`src/design/lsr_pkg.sv`:
```
// Shared types, codes and constants for the link supervisor.
package lsr_pkg;

    localparam logic [2:0] CMD_UPDATE = 3'd0;
    localparam logic [2:0] CMD_BEGIN  = 3'd1;
    localparam logic [2:0] CMD_END    = 3'd2;
    localparam logic [2:0] CMD_SET    = 3'd3;
    localparam logic [2:0] CMD_STOP   = 3'd4;

    localparam logic [1:0] ST_DISC = 2'd0;
    localparam logic [1:0] ST_CONN = 2'd1;
    localparam logic [1:0] ST_ACT  = 2'd2;
    localparam logic [1:0] ST_ERR  = 2'd3;

    localparam logic [1:0] STS_OK       = 2'd0;
    localparam logic [1:0] STS_NOT_CONN = 2'd1;
    localparam logic [1:0] STS_SEND_ERR = 2'd2;

    localparam logic [1:0] FR_NONE = 2'd0;
    localparam logic [1:0] FR_PUSH = 2'd1;
    localparam logic [1:0] FR_HOLD = 2'd2;
    localparam logic [1:0] FR_REL  = 2'd3;

    localparam logic [2:0] REG_CONNECT_TIMEOUT   = 3'd0;
    localparam logic [2:0] REG_TELEMETRY_TIMEOUT = 3'd1;
    localparam logic [2:0] REG_SPEED_PERIOD      = 3'd2;
    localparam logic [2:0] REG_RETRY_INTERVAL    = 3'd3;
    localparam logic [2:0] REG_RETRY_LIMIT       = 3'd4;

    localparam logic [15:0] RST_CONNECT_TIMEOUT   = 16'd2000;
    localparam logic [15:0] RST_TELEMETRY_TIMEOUT = 16'd1000;
    localparam logic [15:0] RST_SPEED_PERIOD      = 16'd100;
    localparam logic [15:0] RST_RETRY_INTERVAL    = 16'd1000;
    localparam logic [7:0]  RST_RETRY_LIMIT       = 8'd5;

    localparam int ADDR_W     = 5;
    localparam int IN_DATA_W  = 40;
    localparam int OUT_DATA_W = 16;

    typedef struct packed {
        logic        send_ok;
        logic        telemetry_seen;
        logic [31:0] now_time;
        logic [2:0]  command;
    } t_item;

    typedef struct packed {
        logic [1:0] previous_state;
        logic       state_changed;
        logic [1:0] frame_request;
        logic [1:0] status;
        logic [1:0] link_state;
    } t_result;

    typedef struct packed {
        logic [15:0] connect_timeout;
        logic [15:0] telemetry_timeout;
        logic [15:0] speed_refresh_period;
        logic [15:0] retry_interval;
        logic [7:0]  retry_limit;
    } t_cfg;

    function automatic logic elapsed(input logic [31:0] now, input logic [31:0] stamp,
                                     input logic [15:0] limit);
        logic [31:0] diff;
        diff = now - stamp;
        return diff >= {16'd0, limit};
    endfunction

endpackage

```
`src/design/lsr_cfg.sv`:
```
// APB register file holding the supervisor timeouts and retry limit.
module lsr_cfg import lsr_pkg::*; (
    input  logic              i_clk,
    input  logic              i_rst_n,
    input  logic              psel,
    input  logic              penable,
    input  logic              pwrite,
    input  logic [ADDR_W-1:0] paddr,
    input  logic [31:0]       pwdata,
    output logic [31:0]       prdata,
    output logic              pready,
    output t_cfg              o_cfg
);

    t_cfg       r_cfg;
    logic [2:0] w_idx;
    logic       w_wr;

    assign pready = 1'b1;
    assign w_idx  = paddr[ADDR_W-1:2];
    assign w_wr   = psel && penable && pwrite;
    assign o_cfg  = r_cfg;

    always_ff @(posedge i_clk) begin
        if (!i_rst_n) begin
            r_cfg.connect_timeout      <= RST_CONNECT_TIMEOUT;
            r_cfg.telemetry_timeout    <= RST_TELEMETRY_TIMEOUT;
            r_cfg.speed_refresh_period <= RST_SPEED_PERIOD;
            r_cfg.retry_interval       <= RST_RETRY_INTERVAL;
            r_cfg.retry_limit          <= RST_RETRY_LIMIT;
        end else if (w_wr) begin
            case (w_idx)
                REG_CONNECT_TIMEOUT:   r_cfg.connect_timeout      <= pwdata[15:0];
                REG_TELEMETRY_TIMEOUT: r_cfg.telemetry_timeout    <= pwdata[15:0];
                REG_SPEED_PERIOD:      r_cfg.speed_refresh_period <= pwdata[15:0];
                REG_RETRY_INTERVAL:    r_cfg.retry_interval       <= pwdata[15:0];
                REG_RETRY_LIMIT:       r_cfg.retry_limit          <= pwdata[7:0];
                default: begin
                end
            endcase
        end
    end

    always_comb begin
        case (w_idx)
            REG_CONNECT_TIMEOUT:   prdata = {16'd0, r_cfg.connect_timeout};
            REG_TELEMETRY_TIMEOUT: prdata = {16'd0, r_cfg.telemetry_timeout};
            REG_SPEED_PERIOD:      prdata = {16'd0, r_cfg.speed_refresh_period};
            REG_RETRY_INTERVAL:    prdata = {16'd0, r_cfg.retry_interval};
            REG_RETRY_LIMIT:       prdata = {24'd0, r_cfg.retry_limit};
            default:               prdata = 32'd0;
        endcase
    end

endmodule

```
`src/design/lsr_core.sv`:
```
// Link state, timestamps and the per-transaction next-state logic.
module lsr_core import lsr_pkg::*; (
    input  logic    i_clk,
    input  logic    i_rst_n,
    input  logic    i_step,
    input  t_item   i_item,
    input  t_cfg    i_cfg,
    output t_result o_result
);

    logic [1:0]  r_state;
    logic [31:0] r_conn_start;
    logic        r_conn_known;
    logic [31:0] r_last_tel;
    logic        r_tel_seen;
    logic [31:0] r_last_retry;
    logic [7:0]  r_retry_cnt;
    logic        r_speed_on;
    logic [31:0] r_last_speed;
    logic [31:0] r_last_update;

    logic [1:0]  n_state;
    logic [31:0] n_conn_start;
    logic        n_conn_known;
    logic [31:0] n_last_tel;
    logic        n_tel_seen;
    logic [31:0] n_last_retry;
    logic [7:0]  n_retry_cnt;
    logic        n_speed_on;
    logic [31:0] n_last_speed;
    logic [31:0] n_last_update;

    logic [1:0]  w_status;
    logic [1:0]  w_frame;
    logic [7:0]  w_retry_inc;
    logic [31:0] w_now;

    assign w_now       = i_item.now_time;
    assign w_retry_inc = (r_retry_cnt == 8'hFF) ? r_retry_cnt : r_retry_cnt + 8'd1;

    always_comb begin
        n_state       = r_state;
        n_conn_start  = r_conn_start;
        n_conn_known  = r_conn_known;
        n_last_tel    = r_last_tel;
        n_tel_seen    = r_tel_seen;
        n_last_retry  = r_last_retry;
        n_retry_cnt   = r_retry_cnt;
        n_speed_on    = r_speed_on;
        n_last_speed  = r_last_speed;
        n_last_update = r_last_update;
        w_status      = STS_OK;
        w_frame       = FR_NONE;
        case (i_item.command)
            CMD_UPDATE: begin
                if (r_state != ST_DISC) begin
                    n_last_update = w_now;
                    if (r_state == ST_CONN && !r_conn_known) begin
                        n_conn_start = w_now;
                        n_conn_known = 1'b1;
                    end
                    if (i_item.telemetry_seen) begin
                        n_last_tel = w_now;
                        n_tel_seen = 1'b1;
                        if (r_state == ST_CONN) begin
                            n_state = ST_ACT;
                        end
                    end
                    case (n_state)
                        ST_CONN: begin
                            if (elapsed(w_now, n_conn_start, i_cfg.connect_timeout)) begin
                                n_state      = ST_ERR;
                                n_last_retry = w_now;
                            end
                        end
                        ST_ACT: begin
                            if (n_tel_seen &&
                                elapsed(w_now, n_last_tel, i_cfg.telemetry_timeout)) begin
                                n_state      = ST_ERR;
                                n_last_retry = w_now;
                                n_retry_cnt  = 8'd0;
                            end
                            if (r_speed_on &&
                                elapsed(w_now, r_last_speed, i_cfg.speed_refresh_period)) begin
                                w_frame      = FR_HOLD;
                                n_last_speed = w_now;
                            end
                        end
                        ST_ERR: begin
                            if (elapsed(w_now, r_last_retry, i_cfg.retry_interval)) begin
                                n_retry_cnt = w_retry_inc;
                                if (w_retry_inc > i_cfg.retry_limit) begin
                                    n_state = ST_DISC;
                                end else begin
                                    w_frame = FR_PUSH;
                                    if (i_item.send_ok) begin
                                        n_conn_start = w_now;
                                        n_conn_known = 1'b1;
                                        n_state      = ST_CONN;
                                    end else begin
                                        n_last_retry = w_now;
                                        w_status     = STS_SEND_ERR;
                                    end
                                end
                            end
                        end
                        default: begin
                        end
                    endcase
                end
            end
            CMD_BEGIN: begin
                n_last_tel    = 32'd0;
                n_tel_seen    = 1'b0;
                n_speed_on    = 1'b0;
                n_last_speed  = 32'd0;
                n_retry_cnt   = 8'd0;
                n_last_update = 32'd0;
                w_frame       = FR_PUSH;
                if (i_item.send_ok) begin
                    n_conn_known = 1'b0;
                    n_state      = ST_CONN;
                end else begin
                    w_status = STS_SEND_ERR;
                end
            end
            CMD_END: begin
                n_speed_on = 1'b0;
                n_state    = ST_DISC;
            end
            CMD_SET: begin
                if (r_state != ST_ACT) begin
                    w_status = STS_NOT_CONN;
                end else begin
                    n_speed_on   = 1'b1;
                    w_frame      = FR_HOLD;
                    n_last_speed = r_last_update;
                end
            end
            CMD_STOP: begin
                if (r_state != ST_ACT) begin
                    w_status = STS_NOT_CONN;
                end else begin
                    n_speed_on = 1'b0;
                    w_frame    = FR_REL;
                    if (!i_item.send_ok) begin
                        w_status = STS_SEND_ERR;
                    end
                end
            end
            default: begin
            end
        endcase
    end

    assign o_result.link_state     = n_state;
    assign o_result.status         = w_status;
    assign o_result.frame_request  = w_frame;
    assign o_result.state_changed  = (n_state != r_state);
    assign o_result.previous_state = r_state;

    always_ff @(posedge i_clk) begin
        if (!i_rst_n) begin
            r_state       <= ST_DISC;
            r_conn_start  <= 32'd0;
            r_conn_known  <= 1'b0;
            r_last_tel    <= 32'd0;
            r_tel_seen    <= 1'b0;
            r_last_retry  <= 32'd0;
            r_retry_cnt   <= 8'd0;
            r_speed_on    <= 1'b0;
            r_last_speed  <= 32'd0;
            r_last_update <= 32'd0;
        end else if (i_step) begin
            r_state       <= n_state;
            r_conn_start  <= n_conn_start;
            r_conn_known  <= n_conn_known;
            r_last_tel    <= n_last_tel;
            r_tel_seen    <= n_tel_seen;
            r_last_retry  <= n_last_retry;
            r_retry_cnt   <= n_retry_cnt;
            r_speed_on    <= n_speed_on;
            r_last_speed  <= n_last_speed;
            r_last_update <= n_last_update;
        end
    end

endmodule

```
`src/design/link_supervisor_retry_fsm.sv`:
```
// Top level of the link supervisor: input stage, result stage and register port.
// Link supervisor for a remote device link. Every input transaction (an update tick or
// a begin, end, set-speed or stop-speed command) yields exactly one result transaction
// carrying the new link state, status, requested frame kind and the prior state.
// Transactions are taken one per clock unless the result side stalls: an input
// register feeds a single pass of compare and select logic whose outcome lands in
// the result register, where it is held until the result side takes it.
// While a result waits to be taken the input register can still take one more
// transaction, then the input stalls. Timeouts use modular 32-bit millisecond
// differences against the 16-bit registers; write registers only while idle.
module link_supervisor_retry_fsm import lsr_pkg::*; (
    input  logic                  i_clk,
    input  logic                  i_rst_n,
    input  logic                  s_axis_tvalid,
    output logic                  s_axis_tready,
    // command[2:0], now_time[34:3], telemetry_seen[35], send_ok[36], zero pad
    input  logic [IN_DATA_W-1:0]  s_axis_tdata,
    output logic                  m_axis_tvalid,
    input  logic                  m_axis_tready,
    // link_state[1:0], status[3:2], frame_request[5:4], state_changed[6],
    // previous_state[8:7], zero pad
    output logic [OUT_DATA_W-1:0] m_axis_tdata,
    input  logic                  psel,
    input  logic                  penable,
    input  logic                  pwrite,
    input  logic [ADDR_W-1:0]     paddr,
    input  logic [31:0]           pwdata,
    output logic [31:0]           prdata,
    output logic                  pready
);

    logic    r_in_vld;
    t_item   r_in;
    logic    r_out_vld;
    t_result r_out;
    logic    w_step;
    t_result w_result;
    t_cfg    w_cfg;

    assign w_step        = r_in_vld && (!r_out_vld || m_axis_tready);
    assign s_axis_tready = !r_in_vld || w_step;
    assign m_axis_tvalid = r_out_vld;
    assign m_axis_tdata  = {{(OUT_DATA_W - $bits(t_result)){1'b0}}, r_out};

    lsr_cfg u_cfg (
        .i_clk   (i_clk),
        .i_rst_n (i_rst_n),
        .psel    (psel),
        .penable (penable),
        .pwrite  (pwrite),
        .paddr   (paddr),
        .pwdata  (pwdata),
        .prdata  (prdata),
        .pready  (pready),
        .o_cfg   (w_cfg)
    );

    lsr_core u_core (
        .i_clk    (i_clk),
        .i_rst_n  (i_rst_n),
        .i_step   (w_step),
        .i_item   (r_in),
        .i_cfg    (w_cfg),
        .o_result (w_result)
    );

    always_ff @(posedge i_clk) begin
        if (!i_rst_n) begin
            r_in_vld <= 1'b0;
        end else if (s_axis_tready) begin
            r_in_vld <= s_axis_tvalid;
        end
    end

    always_ff @(posedge i_clk) begin
        if (s_axis_tready && s_axis_tvalid) begin
            r_in <= s_axis_tdata[$bits(t_item)-1:0];
        end
    end

    always_ff @(posedge i_clk) begin
        if (!i_rst_n) begin
            r_out_vld <= 1'b0;
        end else if (w_step) begin
            r_out_vld <= 1'b1;
        end else if (m_axis_tready) begin
            r_out_vld <= 1'b0;
        end
    end

    always_ff @(posedge i_clk) begin
        if (w_step) begin
            r_out <= w_result;
        end
    end

endmodule

```
`config.mk`:
```
export PLATFORM = sky130hd
export DESIGN_NAME = link_supervisor_retry_fsm
export DESIGN_NICKNAME = d
export VERILOG_FILES = /design/src/design/lsr_pkg.sv /design/src/design/lsr_cfg.sv /design/src/design/lsr_core.sv /design/src/design/link_supervisor_retry_fsm.sv
export SDC_FILE = /design/constraint.sdc
export NUM_CORES = 1
export LEC_CHECK = 0
export BUFFER_PORTS_ARGS = -buffer_cell sky130_fd_sc_hd__buf_2
export CAP_MARGIN = 20
export CORE_ASPECT_RATIO = 0.6
export CORE_MARGIN = 4
export CORE_UTILIZATION = 55
export DETAILED_ROUTE_END_ITERATION = 8
export GPL_TIMING_DRIVEN = 0
export PLACE_DENSITY = 0.8
export SLEW_MARGIN = 10
export SYNTH_ARGS = -nofsm -noshare
export SYNTH_HDL_FRONTEND = slang
export SYNTH_HIERARCHICAL = 1
export SYNTH_SLANG_ARGS = --single-unit
```
`constraint.sdc`:
```
create_clock -name i_clk -period 5.8 [get_ports i_clk]
set_clock_uncertainty 0.05 [all_clocks]
set_input_delay 1.16 -clock i_clk [delete_from_list [all_inputs] [get_ports i_clk]]
set_output_delay 1.16 -clock i_clk [all_outputs]
set_load 0.02 [all_outputs]
```
Word-level counts from Yosys, hierarchy flattened
Cells that the tools add are included.
{ "op_classes": {"n_eq_ne": 29, "muxes": 79, "addsub": 5, "n_reduce_logical": 33, "n_lt_le_gt_ge": 5} }
{ "ops": {"columns": ["op", "count"], "rows": [
  ["$mux 32", 21],
  ["$pmux 32 s3", 2],
  ["$ge 32x16->1", 4],
  ["$pmux 32 s2", 2],
  ["$sub 32x32->32", 4],
  ["$pmux 16 s5", 1],
  ["$mux 2", 22],
  ["$mux 8", 4],
  ["$pmux 8 s2", 2],
  ["$mux 1", 17],
  ["$pmux 2 s4", 2],
  ["$ne 2x2->1 const B", 7],
  ["$eq 3x2->1 const B", 4],
  ["$pmux 2 s3", 2],
  ["$reduce_and 6->1", 2],
  ["$ne 2x1->1 const B", 5],
  ["$reduce_and 2->1", 5],
  ["$ne 3x2->1 const B", 3],
  ["$reduce_and 9->1", 1],
  ["$reduce_bool 3->1", 3],
  ["$add 8x1->8 const B", 1],
  ["$eq 8x8->1 const B", 1],
  ["$gt 8x8->1", 1],
  ["$reduce_and 4->1", 2],
  ["15 further kinds", 33]
]} }
{ "totals": {"reg_bits": 293, "wordCells": 177, "in_bits": 84, "out_inout_bits": 51} }

Logic depth before layout (Yosys ltp)
{ "logic_depth": {"depth_word": 12, "depth_mapped": 31, "ltp_nobuf": 26} }

Hierarchy
Netlist, hierarchy kept.
{ "by_module_without_submodules": {"columns": ["mod", "seq_area_each_um2", "instances", "area_each_um2", "cells_per_inst"], "rows": [
  ["lsr_core", 3463.3, 1, 18097.4, 2445],
  ["lsr_cfg", 1441.4, 1, 3513.4, 356],
  ["link_supervisor_retry_fsm", 1421.4, 1, 1541.5, 63]
]} }

Worst setup path before layout
OpenSTA, ideal clock, no wires.
{ "synth_path": {"path_kind": "register -> register", "startpoint": "reg r_in[3] (netlist bit)", "endpoint": "reg u_core.r_last_speed[21]", "setup_slack_ps": -62, "t_required_ps": 5628, "path_buffers": 2, "synth_period_minus_slack_ps": 5862, "path_stages_with_launch": 26, "arrival_ps": 5690, "setup_ps": 122, "path_cell_list": "edfxtp_1 -> inv_1 -> ha_1 -> inv_1 -> fa_1 -> a21o_1 -> a21oi_2 -> nor2b_1 -> o311a_4 -> o31ai_4 -> or2b_1 -> a21oi_1 -> xnor2_1 -> ha_1 -> and3_1 -> a22o_1 -> or3_1 -> a211oi_1 -> o2111ai_1 -> a2111oi_0 -> o2111ai_1 -> o311ai_1 -> clkbuf_1 -> buf_2 -> a211oi_1 -> a221o_1"} }
{ "synth_via": {"elab_chain_len": 5} }
{ "synth_lines": {"columns": ["element", "line", "text"], "rows": [
  ["from (decl)", "link_supervisor_retry_fsm.sv:33", "t_item r_in;"],
  ["from (signal assigned)", "link_supervisor_retry_fsm.sv:77", "r_in <= s_axis_tdata[$bits(t_item)-1:0];"],
  ["$sub 32x32->32", "lsr_pkg.sv:66", "diff = now - stamp;"],
  ["$ge 32x16->1", "lsr_pkg.sv:67", "return diff >= {16'd0, limit};"],
  ["$logic_and 1x1->1", "lsr_core.sv:83", "if (r_speed_on &&"],
  ["$ne 2x1->1 (no line)", null, null],
  ["$reduce_and 6->1 (no line)", null, null],
  ["to (signal assigned)", "lsr_core.sv:183", "r_last_speed <= n_last_speed;"],
  ["to (decl)", "lsr_core.sv:19", "logic [31:0] r_last_speed;"]
]} }
No other way between the ends.
A chain may end at the register's enable or synchronous reset.

Worst setup path in the final report
{ "layout_path": {"startpoint": "reg r_in[3] (netlist bit)", "endpoint": "reg u_core.r_last_speed[27]"} }
The elaborated chain is that of the path after synthesis.

==> metrics.yaml <==
status: "finished with violations"
violations: "setup timing"
yosys-top-cells-area: "dfxtp_1 21%, ha_1 10%, mux2i_1 8.6%, edfxtp_1 6.0%, nand2_1 5.1%"
initial_core_util_pct: 56.46
yosysSeqAreaShare_pct: 27.32
cp.depth: 24
post-synth-top-count-cell: "nand2_1"
netlist.area_leader.share_pct: 21.36
cpPeakStageDelay_ns: 0.55
cp-end-kind: "flop"
min_path_type: "flop to flop"
required_ns: 6.22
yosys_warnings: 6
grt_max_degree: 23
period_needed_ns: 6.205
grt_pass1_wl_um: 123000
via_count: 23370
holdBufCountCts: 0
worstPathMaxFanout: 10
setup_viol: 76
peakVddDrop_v: 0.0002361
timing.final.crit_share_pct: 107.0
die_area_um2: 45550
critPathArrivalTime_ns: 6.63
clockBufferDepth: 3
die_x_um: 272.9
portBuffers: 88
cts-root-buf: "clkbuf_16"
p_leak_uw: 0.01099
syn_inst: 2864
dominantRegCellSynth: "dfxtp_1"
drv_cap: 0
ys_async_sr_fraction_pct: 0
grt_pass1_vias: 21580
synth_edf_count: 46
drc: 0
critPathLaunchType: "flop"
dp_hpwl_um: 62960
viasPerCell: 6.403
synth.distinct_cells: 102
syn_avg_cell_area_um2: 8.084
clk_pin_slew_ns: 0.06
p_clk_share_pct: 38.5
combPwrFrac_pct: 23.4
fp-row-count: 57
setup_slack_ns: -0.4053
stdcell_count: 3650
cts-buffers-inserted: 31
grtUsageTotal_pct: 33.89
critPathTopFamily: "compound AO/OA/AOI/OAI gates"
gp_congestion: 1.059
gr-total-overflow: 0
h-tree-depth: 1
final_util_pct: 65.47
yosys.area.top_type: "dfxtp_1"
path_class: "flop to flop"
grt_antenna_before_repair: 2
path_cells: "clkinvlp_4 > ha_4 > inv_2 > fa_2 > a21o_1 > a21oi_2 > nor2b_2 > o311a_4 > or2_2 > o31a_1 > ha_1 > and3_1 > and3_4 > a22o_4 > or3_4 > a211oi_4 > o2111ai_2 > a2111oi_4 > o2111ai_2 > o311ai_4 > clkbuf_8 > buf_8 > a211oi_1 > a221o_1"
ant_nets: 0
r2r_slack_ns: -0.41
grt_setup_unrepaired: "true"
fmax_mhz: 161.2
io_pins: 135
cts_sinks: 293
drt_iter0_drc: 3147
path_buf_inv: 4
hold_depth: 2
synth_area_um2: 23150
layout.nets: 3342
routed_wl_um: 81830
relSlewSlack_pct: 36.40
powerDensity_nw_per_um2: 211.0
intPower_uw: 3872
first_pass_iters: 8
switchingPower_uw: 1792
ys_seq_elements: 293
routedWlPerCell_um: 22.42
tightest_slew_ns: 0.9452
clock_latency_ns: 0.60
reg2reg_depth: 24
seqPwrFrac_pct: 38.1
area_delta_synth_final_pct: 15.96
coreArea_um2: 41010
synthTopCellsByCount: "313 x nand2_1, 247 x dfxtp_1, 220 x nor2_1, 199 x mux2i_1"
die_height_um: 166.9
fillers: 3360
cts_tree: "yes"
drive_gt1_share_pct: 13.11
hold_viol_final: 0
antenna_cells: 0
sw_frac_of_total_pct: 31.64
drv_slew: 0
slowest_stage: "edfxtp_1"
dp_cells: 3535
cp_common_cell: "o2111ai_2"
==> sequential cells by signal, indices dropped and copies added (netlist names) <==
signal / cells
m_axis_tdata: 9
m_axis_tvalid: 1
r_in: 37
r_in_vld: 1
u_cfg/o_cfg: 72
u_core/r_conn_known: 1
u_core/r_conn_start: 32
u_core/r_last_retry: 32
u_core/r_last_speed: 32
u_core/r_last_tel: 32
u_core/r_last_update: 32
u_core/r_retry_cnt: 8
u_core/r_speed_on: 1
u_core/r_state: 2
u_core/r_tel_seen: 1
==> worst reg2reg max path, cell delays in order, from the launching register on <==
cell        delay (ns)
edfxtp_1          0.55
clkinvlp_4        0.20
ha_4              0.15
inv_2             0.03
fa_2              0.35
a21o_1            0.20
a21oi_2           0.18
nor2b_2           0.08
o311a_4           0.34
or2_2             0.30
o31a_1            0.26
ha_1              0.29
and3_1            0.22
and3_4            0.20
a22o_4            0.28
or3_4             0.41
a211oi_4          0.17
o2111ai_2         0.18
a2111oi_4         0.33
o2111ai_2         0.26
o311ai_4          0.37
clkbuf_8          0.22
buf_8             0.13
a211oi_1          0.06
a221o_1           0.28
==> routing by layer <==
layer	GRT usage, %	part of all wire (%)	vias to the layer above
li1	-	-	10740
met1	49.06	43	11000
met2	48.81	41	1452
met3	11.00	14	176
met4	8.180	2.5	2
met5	0	0.015	-
==> repair_timing <==
| action | 4_1_cts | 5_1_grt |
|---|---|---|
| endpoints found under the setup margin | 112 | 110 |
| gates cloned | 3 | 2 |
| buffers inserted | 40 | 17 |
| pin swaps | 48 | 38 |
| gates resized for setup | 124 | 75 |
==> through the flow <==
step	hold WS (ns)	worst slack (ns)	area, um^2	power, uW	TNS [ns]
floorplan	0.3847	0.03191	23240	3017	0
global placement	0.3928	-2.943	24380	3336	-183.90
detailed placement	0.3997	-2.255	24420	3366	-166.86
CTS	0.4130	-0.3409	26350	5574	-10.42
global route	0.4388	-0.4748	26850	5863	-25.12
finish	0.4140	-0.4053	26850	5664	-17.52
==> power by group through the flow <==
stage / clock network (uW) / registers [uW] / logic (uW)
3_5_place_dp: 0 / 2210 / 1160
2_1_floorplan: 0 / 2170 / 850
5_1_grt: 2270 / 2160 / 1430
3_3_place_gp: 0 / 2210 / 1130
4_1_cts: 2190 / 2160 / 1230
6_report: 2180 / 2160 / 1330
==> worst paths after layout <==
path	from	end
worst max-delay path	r_in[3]	u_core/r_last_speed[27]
worst min-delay path	u_core/r_last_retry[29]	u_core/r_last_retry[29]
worst max register to register	r_in[3]	u_core/r_last_speed[27]
worst min register to register	u_core/r_last_retry[29]	u_core/r_last_retry[29]
==> cell families after synthesis <==
family | synth area share (%)
DFF | 27.32
and+or+nand+nor | 20.42
adders and majority gates | 10.65
other | 0.04863
buffers and inverters | 6.890
muxes | 9.965
AOI/OAI and AO/OA | 21.75
xor gates and xnor gates | 2.951
==> cell usage in the layout, fill, tap and decap left out, drive strengths merged, types with 17 or more instances in the layout <==
cell type | netlist | final
nand2 | 313 | 313
dfxtp | 247 | 247
nor2 | 220 | 220
buf | 52 | 205
mux2i | 199 | 199
a21oi | 190 | 190
ha | 189 | 189
inv | 183 | 184
clkbuf | 135 | 168
o21ai | 102 | 102
nor2b | 95 | 95
nand3 | 85 | 85
a21o | 64 | 64
a211oi | 63 | 63
a22oi | 52 | 52
edfxtp | 46 | 46
xnor2 | 45 | 45
nand2b | 42 | 42
nor3 | 42 | 42
nand4 | 41 | 41
a221o | 36 | 36
xor2 | 33 | 33
o211ai | 31 | 31
o21a | 30 | 30
and3 | 25 | 25
conb | 3 | 24
a31oi | 22 | 22
o22ai | 17 | 17
and2 | 17 | 17
or3 | 17 | 17
==> cell type report <==
class                   instances  area (um^2)  area share, %
plain buffers                 183         1054          3.924
clock buffers                  38        822.0          3.062
clock inverters                19        274.0          1.021
inverters                     184        696.9          2.596
multi-input cells            2221        15880          59.15
flip-flops and latches        293         6335          23.60
well taps                     560        700.7          2.610
repair buffers                152         1085          4.041
Note: power is estimated with default switching activity, not from simulation.
